$ cat src/rtl/core/phxc_pkg.sv
// ----------------------------------------------------------------------------
// phxc_pkg
// Shared types, constants and helpers for the packet header xor checker.
// ----------------------------------------------------------------------------
package phxc_pkg;

  localparam int WORD_W    = 32;
  localparam int IDX_W     = 10;
  localparam int MAX_WORDS = 512;
  localparam int CFG_IDX_W = 3;
  localparam int MIN_WORDS = 4;

  localparam logic [WORD_W-1:0] HI_BYTE_MASK = 32'hFF00FF00;
  localparam logic [WORD_W-1:0] LO_BYTE_MASK = 32'h00FF00FF;

  typedef enum logic [2:0] {
    ST_PENDING  = 3'd0,
    ST_OK       = 3'd1,
    ST_LENGTH   = 3'd2,
    ST_START    = 3'd3,
    ST_ID       = 3'd4,
    ST_SIZE     = 3'd5,
    ST_CHECKSUM = 3'd6
  } status_t;

  typedef enum logic [CFG_IDX_W-1:0] {
    REG_START_WORD       = 3'd0,
    REG_PACKET_ID        = 3'd1,
    REG_SIZE_VALUE       = 3'd2,
    REG_WORDS_PER_PACKET = 3'd3
  } cfg_reg_t;

  typedef struct packed {
    logic [WORD_W-1:0] word_in;
    logic              last_in;
  } in_item_t;

  typedef struct packed {
    logic [WORD_W-1:0] word_out;
    logic              swapped;
    logic              end_of_packet;
    status_t           status;
  } out_item_t;

  typedef struct packed {
    logic [WORD_W-1:0] start_word;
    logic [WORD_W-1:0] packet_id;
    logic [WORD_W-1:0] size_value;
    logic [IDX_W-1:0]  words_per_packet;
  } cfg_t;

  function automatic logic [WORD_W-1:0] swap_halves(input logic [WORD_W-1:0] x);
    return ((x << 8) & HI_BYTE_MASK) | ((x >> 8) & LO_BYTE_MASK);
  endfunction

endpackage

$ cat src/rtl/core/phxc_cfg.sv
// ----------------------------------------------------------------------------
// phxc_cfg
// Configuration register file; writes to unknown indexes are dropped.
// ----------------------------------------------------------------------------
module phxc_cfg (
  input  logic                          clk,
  input  logic                          rst,
  input  logic                          cfg_valid,
  output logic                          cfg_ready,
  input  logic [phxc_pkg::CFG_IDX_W-1:0] cfg_index,
  input  logic [phxc_pkg::WORD_W-1:0]    cfg_data,
  output phxc_pkg::cfg_t                 cfg
);

  phxc_pkg::cfg_t regs;

  assign cfg_ready = 1'b1;
  assign cfg       = regs;

  always_ff @(posedge clk) begin
    if (rst) begin
      regs.start_word       <= phxc_pkg::WORD_W'(2048);
      regs.packet_id        <= phxc_pkg::WORD_W'(1);
      regs.size_value       <= '0;
      regs.words_per_packet <= phxc_pkg::IDX_W'(18);
    end else if (cfg_valid && cfg_ready) begin
      case (cfg_index)
        phxc_pkg::REG_START_WORD:       regs.start_word <= cfg_data;
        phxc_pkg::REG_PACKET_ID:        regs.packet_id  <= cfg_data;
        phxc_pkg::REG_SIZE_VALUE:       regs.size_value <= cfg_data;
        phxc_pkg::REG_WORDS_PER_PACKET:
          regs.words_per_packet <= cfg_data[phxc_pkg::IDX_W-1:0];
        default: ;
      endcase
    end
  end

endmodule

$ cat config.mk
export PLATFORM = sky130hd
export DESIGN_NAME = phxc_cfg
export DESIGN_NICKNAME = d
export VERILOG_FILES = /design/src/rtl/core/phxc_pkg.sv /design/src/rtl/core/phxc_cfg.sv
export SDC_FILE = /design/constraint.sdc
export NUM_CORES = 1
export LEC_CHECK = 0
export BUFFER_PORTS_ARGS = -buffer_cell sky130_fd_sc_hd__buf_2
export CORE_MARGIN = 2
export CORE_UTILIZATION = 54
export DETAILED_ROUTE_END_ITERATION = 10
export GPL_TIMING_DRIVEN = 0
export HOLD_SLACK_MARGIN = 0.1
export PLACE_DENSITY = 0.88
export SYNTH_ARGS = -nofsm -noshare
export SYNTH_HDL_FRONTEND = slang
export SYNTH_SLANG_ARGS = --single-unit
$ cat constraint.sdc
create_clock -name clk -period 1.7 [get_ports clk]
set_input_delay 0 -clock clk [delete_from_list [all_inputs] [get_ports clk]]
set_output_delay 0 -clock clk [all_outputs]
set_load 0.1 [all_outputs]
# --- Word-level counts from Yosys, hierarchy flattened ---
# Index checks and enable logic that the tools add are counted.
classes:
  eq_ne: 3
  n_reduce_logical: 5
op_table:
  columns: ["op", "n"]
  rows:
  - ["2-bit AND reduction", 4]
  - ["3-bit by 2-bit == test with 1-bit output (second input constant)", 2]
  - ["3-bit by 1-bit == test with 1-bit output (second input constant)", 1]
  - ["3-bit logical NOT", 1]
totals:
  regBits: 106
  inputBits: 38
  out_inout_bits: 107

# --- Depth between registers and ports, before layout ---
# Gate-level depths: netlist (run 1).
logic_depth:
  ltp_word: 2
  depth_mapped: 4
  depth_no_buf: 2

# --- Worst setup path after synthesis (run 1) ---
# Ideal clock, no wire load.
synth_path:
  path_kind: "register to register"
  startpoint: "register cfg[1] (netlist name)"
  endpoint: "register regs (netlist bit cfg[1])"
  arrival_time_ns: 1.166
  required_ns: 1.628
  slack_ns: 0.462
  path_stages_with_launch: 3
  path_cell_list: "dfxtp_1 -> nor2_1 -> mux2i_1"
synth_rtl:
  columns: ["element", "line", "rtl"]
  rows:
  - ["end, declared", "phxc_cfg.sv:15", "phxc_pkg::cfg_t regs;"]

# --- Final worst setup path (run 1) ---
layout_path:
  startpoint: "register regs (netlist bit cfg[25])"
  endpoint: "output port cfg[25] in the netlist's numbering"
layout_rtl:
  columns: ["element", "line", "rtl"]
  rows:
  - ["end, declared", "phxc_cfg.sv:12", "output phxc_pkg::cfg_t cfg"]
# No word-level cell between the ends.

==> results.yml, run 1 <==
run_status:
  status: "finished, final reports clean"
cells_and_area:
  multiInputGateArea_um2: 1997
  seqCellArea_um2: 2122
  nNetsFinal: 613
  post-route-util: 0.7323
  fillers: 567
  drive_gt1_frac: 0.2983
  n_antenna_cell: 0
  largest_reg_flops: 106
  area_growth_pct: 31.90
global_routing:
  use_met3: 0.05533
  grtUsageMet2: 0.4245
  grt-ovfl-total: 0
  track_usage: 0.2519
  grt.busiest_layer: "met2"
  grt_first_pass_wirelength_um: 16840
  grt_pass1_vias: 3461
  use_met1: 0.2995
  grt_max_degree: 18
  antenna_found_initial: 0
worst_setup_path:
  required_ns: 1.70
  worstSetupPathDepth: 1
  r2r_cells: 2
  arrival_ns: 1.17
  cp_max_fo: 2
  crit_type: "flip-flop to output pin"
  cp_slowest_stage_delay_ns: 0.44
  endpoint_kind: "output pin"
  crit_family: "buffers and inverters"
  crit_chain: "buf_2"
  r2r_setup_slack_ns: 0.99
  critPathLaunchType: "flip-flop"
  slowest_stage: "buf_2"
  cp.buffers_inverters: 1
yosys:
  syn_area_um2: 4268
  synth_cell_types: 14
  ys_seq_elements: 106
  async_flop_share: 0
  avgSynthCellArea_um2: 10.94
  yosys_warnings: 0
  ys_seq_area_frac: 0.4972
  netlist_instances: 390
  syn-num-nets: 428
  synth_edf_count: 0
  ys.flop_type: "dfxtp_1"
hold_path:
  hold_depth: 4
  hold_class: "input pin to flip-flop"
pwr:
  p_leak_nw: 2.883
  ir_drop_uv: 538.7
  power.density_nw_per_um2: 886.8
cts:
  cts_root_buf: "clkbuf_8"
  clock_latency_ns: 0.36
  htreeDepth: 3
  cts_resized: 0
  cts.sinks: 106
  tritoncts: "done"
  post_cts_buffers: 0
  clk_pin_slew_ns: 0.10
  cts_buffers: 9
  clockBufferDepth: 2
timing:
  period_needed_ns: 1.166
  fin_tns_setup_ns: 0
  fmax_mhz: 857.3
  setup_viol: 0
  relSlewSlack: 0.6515
  slew_viol_final: 0
  period_share: 0.6862
  worst_pin_slew_ns: 0.5227
  hold_viol_final: 0
  hold_slack_ns: 0.1420
  clock-skew-final_ns: 0
  rsz0062_at_grt: "false"
routing:
  drt_iter0_drc: 101
  routed_wl_um: 10810
  postRouteAntennaNets: 0
  firstDrtPassIters: 4
  wl_per_cell_um: 15.85
  vias: 3424
  drc_errors: 0
  via_per_inst: 5.021
floorplanning:
  die_area_um2: 8630
  coreArea_um2: 7687
  ios: 145
  dieWidth_um: 92.90
  start_util: 0.5552
  num_rows: 32
  die_y_um: 92.90
placement:
  io_buffer_count: 142
  dp_hpwl_um: 7410
  place.gp.congestion: 0.7921
job:
  maxCapViolCount: 0
## final timing paths
| path | to | from |
|---|---|---|
| max | cfg[25] | cfg[25] |
| min | cfg[43] | cfg_valid |
| max reg2reg | cfg[57] | cfg[57] |
| min reg2reg | cfg[88] | cfg[88] |
## Yosys cell counts, types with 2 or more instances
cell / n / area share
nand2b_1: 134 / 0.20
mux2i_1: 106 / 0.25
clkbuf_1: 14 / 0.012
buf_6: 3 / 0.0079
buf_2: 11 / 0.013
dfxtp_1: 106 / 0.50
nor2_1: 8 / 0.0070
nand4bb_1: 2 / 0.0053
## stage by stage
step | setup slack [ns] | std cells | power (mW) | cell area, µm²
6_report | 0.5335 | 682 | 4.992 | 5629
3_5_place_dp | 0.5169 | 634 | 3.406 | 5106
4_1_cts | 0.5172 | 682 | 5.011 | 5629
5_1_grt | 0.4907 | 682 | 5.152 | 5629
3_3_place_gp | 0.5338 | 634 | 3.394 | 5106
2_1_floorplan | 0.4620 | 390 | 3.237 | 4268
## cell type report
type | count | share of cell area
flip-flops and latches | 106 | 0.3770
well taps | 102 | 0.02267
clock inverters | 5 | 0.01089
plain buffers | 29 | 0.02645
repair buffers | 174 | 0.1832
multi-input cells | 255 | 0.3547
clock buffers | 11 | 0.02512
## report_power, final
group | total, mW | internal [mW] | switching [mW]
combinational | 0.844 | 0.240 | 0.604
sequential | 2.57 | 2.54 | 0.0291
clock | 1.58 | 0.731 | 0.851
total | 4.99 | 3.51 | 1.48
## cell families after synthesis
| group | count (synthesis) | synth area share |
|---|---|---|
| and+or+nand+nor | 148 | 0.2184 |
| muxes | 106 | 0.2486 |
| DFF | 106 | 0.4972 |
| buffers and inverters | 29 | 0.03489 |
| other | 1 | 0.0008787 |
## routing by layer
metal	vias to the layer above	routed length, µm
li1	1649	-
met1	1610	4542
met2	132	5179
met3	33	718
met4	0	373
met5	-	0
## what timing repair did
| action | in CTS | in global routing |
|---|---|---|
| hold buffers | 32 | 0 |
| setup endpoints to repair | 0 | 0 |
| endpoints found under the hold margin | 106 | 0 |
## layout by cell type, fill, tap and decap left out, types with 2 or more instances in the layout
cell	count
buf_2	153
buf_6	3
clkbuf_1	15
clkbuf_8	10
clkinv_4	2
dfxtp_1	106
dlygate4sd3_1	32
mux2i_1	106
nand2b_1	134
nand4bb_1	2
nor2_1	8
Power figures use the tool's default switching activity.
==> inputs of run 2 (changes only) <==
CORE_UTILIZATION = 45   (was 54)
PLACE_DENSITY = 0.79   (was 0.88)
clock period = 1.06 ns   (was 1.7 ns; I/O delays follow)
==> run 2 against run 1 <==
Via count fell by 1.5%. Non-clock buffer count unchanged. Global-route usage fell by 2.2 points. Clock power up 58%. Count of clock-buffer cells in the layout did not move. Routed wire length increased by 6.9%. Sequential power is 61% higher. Clock skew did not move. Combinational power up 67%. Largest cell class unchanged.
==> results.yml, run 2 (synthesis gave the netlist of run 1 again) <==
worst_setup_path:
  critPathLaunchType: "flip-flop"
  r2r_setup_slack_ns: 0.39
  required_ns: 1.06
  r2r_cells: 2
  endpoint_kind: "output pin"
  crit_family: "flip-flops"
  crit_chain: "buf_4"
  cp_max_fo: 2
  reg2reg_to: "cfg[27]"
  slowest_stage: "dfxtp_2"
  worstSetupPathDepth: 1
  cp-startpoint: "cfg[55]"
  cp_slowest_stage_delay_ns: 0.36
  crit_type: "flip-flop to output pin"
  endpoint: "cfg[55]"
  rr_startpoint: "cfg[27]"
  arrival_ns: 1.02
  cp.buffers_inverters: 1
cells_and_area:
  area_growth_pct: 41.84
  fin_area_um2: 6053
  largest_reg_flops: 106
  final_common_cell: "nand2b_1"
  post-route-util: 0.6551
  n_antenna_cell: 0
  final_cell_mix: "134 x nand2b_1, 107 x buf_4, 106 x mux2i_1, 106 x dfxtp_2, 47 x buf_2"
  drive_gt1_frac: 0.4810
  nNetsFinal: 613
pwr:
  power.density_nw_per_um2: 1329
  ir_drop_uv: 752.4
  p_leak_nw: 2.929
routing:
  met3_length_um: 574
  wl_per_cell_um: 16.31
  drt-met1-wl_um: 5017
  routed.top_layer: "met4"
  vias: 3372
  firstDrtPassIters: 4
  drt_iter0_drc: 55
  via_per_inst: 4.756
  postRouteAntennaNets: 0
  drc_errors: 0
  wl_met2_um: 5763
  routed_wl_um: 11560
timing:
  clock-skew-final_ns: 0
  slew_viol_final: 0
  fmax_mhz: 984.0
  hold_viol_final: 0
  hold_slack_ns: 0.1528
  fin_tns_setup_ns: 0
  period_share: 0.9587
  period_needed_ns: 1.016
  rsz0062_at_grt: "false"
  setup_viol: 0
global_routing:
  grt-ovfl-total: 0
  antenna_found_initial: 0
  track_usage: 0.2297
  grt_first_pass_wirelength_um: 18330
  grt_max_degree: 17
  grt_pass1_vias: 3607
cts:
  cts_root_buf: "clkbuf_8"
  post_cts_buffers: 0
  tritoncts: "done"
  clk_pin_slew_ns: 0.10
  clock_latency_ns: 0.35
  cts.sinks: 106
  cts_buffers: 9
  clockBufferDepth: 2
  htreeDepth: 3
floorplanning:
  die_area_um2: 10280
  dieWidth_um: 101.4
  coreArea_um2: 9240
  start_util: 0.4619
  num_rows: 35
  die_y_um: 101.4
  ios: 145
run_status:
  status: "finished, final reports clean"
job:
  maxCapViolCount: 0
hold_path:
  hold_class: "input pin to flip-flop"
placement:
  postPlaceCellArea_um2: 5273
  place.gp.congestion: 0.7859
  dp_hpwl_um: 7917
  io_buffer_count: 142
## run 2: cell types whose count changed in the layout (fill, tap and decap cells not counted)
cell | previous run | this run
buf_2 | 153 | 47
buf_4 | 1 | 107
clkinv_2 | 1 | 3
clkinv_4 | 2 | 1
dfxtp_1 | 106 | 0
dfxtp_2 | 0 | 106
inv_6 | 1 | 0
## run 2: what timing repair did
action,4_1_cts,5_1_grt
hold buffers,32,0
gates resized for setup,106,0
setup endpoints to repair,106,0
hold endpoints to repair,106,0
## run 2: tightest hold or removal path: stages
cell and delay [ns]:
buf_2 0.13, nand4bb_1 0.09, buf_2 0.17, mux2i_1 0.09
## run 2: worst min-delay path by stage
stage	startpoint	to	slack [ns]	cells past startpoint
2_1_floorplan	cfg_data[1]	cfg[1]	0.16	2
3_3_place_gp	cfg_data[1]	cfg[1]	0.27	3
3_5_place_dp	cfg_data[4]	cfg[4]	0.28	3
4_1_cts	cfg_valid	cfg[10]	0.13	4
5_1_grt	cfg_valid	cfg[43]	0.17	4
6_report	cfg_valid	cfg[10]	0.15	4
## run 2: layout make-up
cell class                 instances  area (µm²)
fill                             728        3187
sequential                       106        2255
multi-input combinational        255        1997
timing repair buffer             174        1296
tap                              129       161.4
buffer                            29       148.9
clock buffer                      11       141.4
clock inverter                     5       53.80
## run 2: routing by layer
metal,vias to the layer above,global-route usage
li1,1641,-
met1,1604,0.2743
met2,113,0.4080
met3,14,0.04762
met4,0,0.08212
met5,-,0
## run 2: report_power, final
part           internal, mW  total [mW]  switching, mW
combinational         0.436        1.41          0.974
sequential             4.08        4.13         0.0512
clock                  1.15        2.50           1.35
## run 2: per-stage QoR
step	setup WS [ns]	power, mW	std cells
2_1_floorplan	0.1326	5.213	390
3_3_place_gp	-0.1466	5.467	661
3_5_place_dp	-0.1910	5.487	661
4_1_cts	0.04741	8.093	709
5_1_grt	0.02906	8.305	709
6_report	0.04378	8.042	709
==> inputs of run 3 (changes only) <==
==> constraint.sdc (replaced) <==
create_clock -name clk -period 1.06 [get_ports clk]
set_input_delay 0.212 -clock clk [delete_from_list [all_inputs] [get_ports clk]]
set_output_delay 0.212 -clock clk [all_outputs]
set_load 0.1 [all_outputs]
==> run 3 against run 2 <==
Combinational power grew 15%. Count of clock-buffer cells in the layout is the same. The run now ends with negative setup slack left. Worst setup slack worse by 0.11 ns. Via count is 5.6% higher. Utilization up 15 points. Register-to-register slack got worse by 0.19 ns. First-iteration DRC count grew 130%. Cell count increased by 0.85%. Sequential power is essentially flat.
==> results.yml, run 3 (synthesis gave the netlist of run 1 again) <==
timing:
  slew_viol_final: 0
  hold_viol_final: 0
  setup_viol: 106
  period_needed_ns: 1.129
  hold_slack_ns: 0.1412
  period_share: 1.065
  rsz0062_at_grt: "true"
  worst_pin_slew_ns: 0.5991
  clock-skew-final_ns: 0
  fmax_mhz: 885.6
  timing.final.ws_setup_ns: -0.06912
  relSlewSlack: 0.6006
worst_setup_path:
  critPathLaunchType: "flip-flop"
  crit_chain: "buf_12"
  slowest_stage: "dfxtp_2"
  crit_type: "flip-flop to output pin"
  cp_slowest_stage_delay_ns: 0.38
  cp_max_fo: 2
  required_ns: 0.85
  cp-startpoint: "cfg[60]"
  rr_startpoint: "cfg[57]"
  endpoint_kind: "output pin"
  cp.buffers_inverters: 1
  crit_family: "flip-flops"
  arrival_ns: 0.92
placement:
  dp_hpwl_um: 7804
  place.gp.congestion: 0.7707
  dp.cells: 661
  postPlaceCellArea_um2: 5285
  pre_cts_ws_ns: -0.3408
  io_buffer_count: 142
routing:
  drt_iter0_drc: 124
  vias: 3560
  routed_wl_um: 13760
  via_per_inst: 4.979
  wl_per_cell_um: 19.24
  drc_errors: 0
  firstDrtPassIters: 4
  postRouteAntennaNets: 0
cells_and_area:
  n_antenna_cell: 0
  area_growth_pct: 73.97
  finalNonFillerCells: 715
  fin_area_um2: 7425
  drive_gt1_frac: 0.5512
  final_common_cell: "nand2b_1"
  seqCellArea_um2: 2302
  fillers: 526
  largest_reg_flops: 106
  multiInputGateArea_um2: 2003
  nNetsFinal: 620
  final_cell_mix: "134 x nand2b_1, 106 x mux2i_1, 106 x buf_12, 87 x dfxtp_2, 46 x buf_2"
cts:
  tritoncts: "done"
  htreeDepth: 3
  clockBufferDepth: 2
  cts_buffers: 9
  cts_root_buf: "clkbuf_8"
  cts.sinks: 106
  clock_latency_ns: 0.35
  holdBufCountCts: 0
  clk_pin_slew_ns: 0.10
run_status:
  violations: "negative setup slack"
  status: "finished, violations left"
floorplanning:
  ios: 145
  coreArea_um2: 9240
  die_area_um2: 10280
  num_rows: 35
  start_util: 0.4619
  die_y_um: 101.4
  dieWidth_um: 101.4
global_routing:
  antenna_found_initial: 1
  grt_first_pass_wirelength_um: 20650
  grt_pass1_vias: 3819
  grt-ovfl-total: 0
  track_usage: 0.2642
  grt_max_degree: 17
pwr:
  ir_drop_uv: 642.5
  power.density_nw_per_um2: 1123
  design_power_total_mw: 8.339
  p_leak_nw: 3.333
hold_path:
  hold_class: "input pin to flip-flop"
  min-delay-start: "cfg_data[1]"
job:
  maxCapViolCount: 0
-- run 3: cell types whose count changed in the layout (fill, tap and decap cells not counted), moves of 2 or more --
cell	delta
buf_12	+106
buf_4	-66
clkbuf_1	-5
clkbuf_2	+4
clkinv_2	-2
dfxtp_2	-19
dfxtp_4	+19
dlygate4sd3_1	-32
-- run 3: cell type report --
type	instances	share of cell area
well taps	129	0.02174
clock buffers	11	0.02039
clock inverters	4	0.006909
plain buffers	29	0.02157
flip-flops and latches	106	0.3101
multi-input cells	255	0.2698
repair buffers	181	0.3495
-- run 3: through the flow --
step             util  setup TNS [ns]
6_report       0.8035          -5.576
5_1_grt        0.8035          -8.935
4_1_cts        0.7759          -6.947
3_5_place_dp   0.5720          -25.59
3_3_place_gp   0.5720          -21.47
2_1_floorplan       -         -0.3791
-- run 3: routing by layer --
metal,vias up,routed length [µm],global-route usage
met2,142,7230,0.4677
li1,1659,-,-
met5,-,13,0
met3,31,835,0.07453
met1,1726,5310,0.2985
met4,2,370,0.1091
-- run 3: what timing repair did --
action                     in CTS  in global routing
buffers inserted               12                 27
gates resized for setup       424                 27
setup endpoints to repair     106                131
-- run 3: power breakdown --
| part | internal [mW] | switching (mW) | total, mW |
|---|---|---|---|
| combinational | 0.618 | 0.999 | 1.62 |
| clock | 1.21 | 1.36 | 2.58 |
| sequential | 4.04 | 0.101 | 4.15 |
| total | 5.87 | 2.46 | 8.34 |
-- run 3: worst paths after layout --
path | to | slack, ns | depth (start not counted)
setup / recovery | cfg[60] | -0.07 | 1
hold / removal | cfg[1] | 0.14 | 3
setup reg to reg | cfg[57] | 0.20 | 4
hold reg to reg | cfg[53] | 0.50 | 2
-- run 3: worst min-delay path, cell delays in order --
cell and delay (ns):
buf_2 0.09, nor2_1 0.04, mux2i_1 0.11
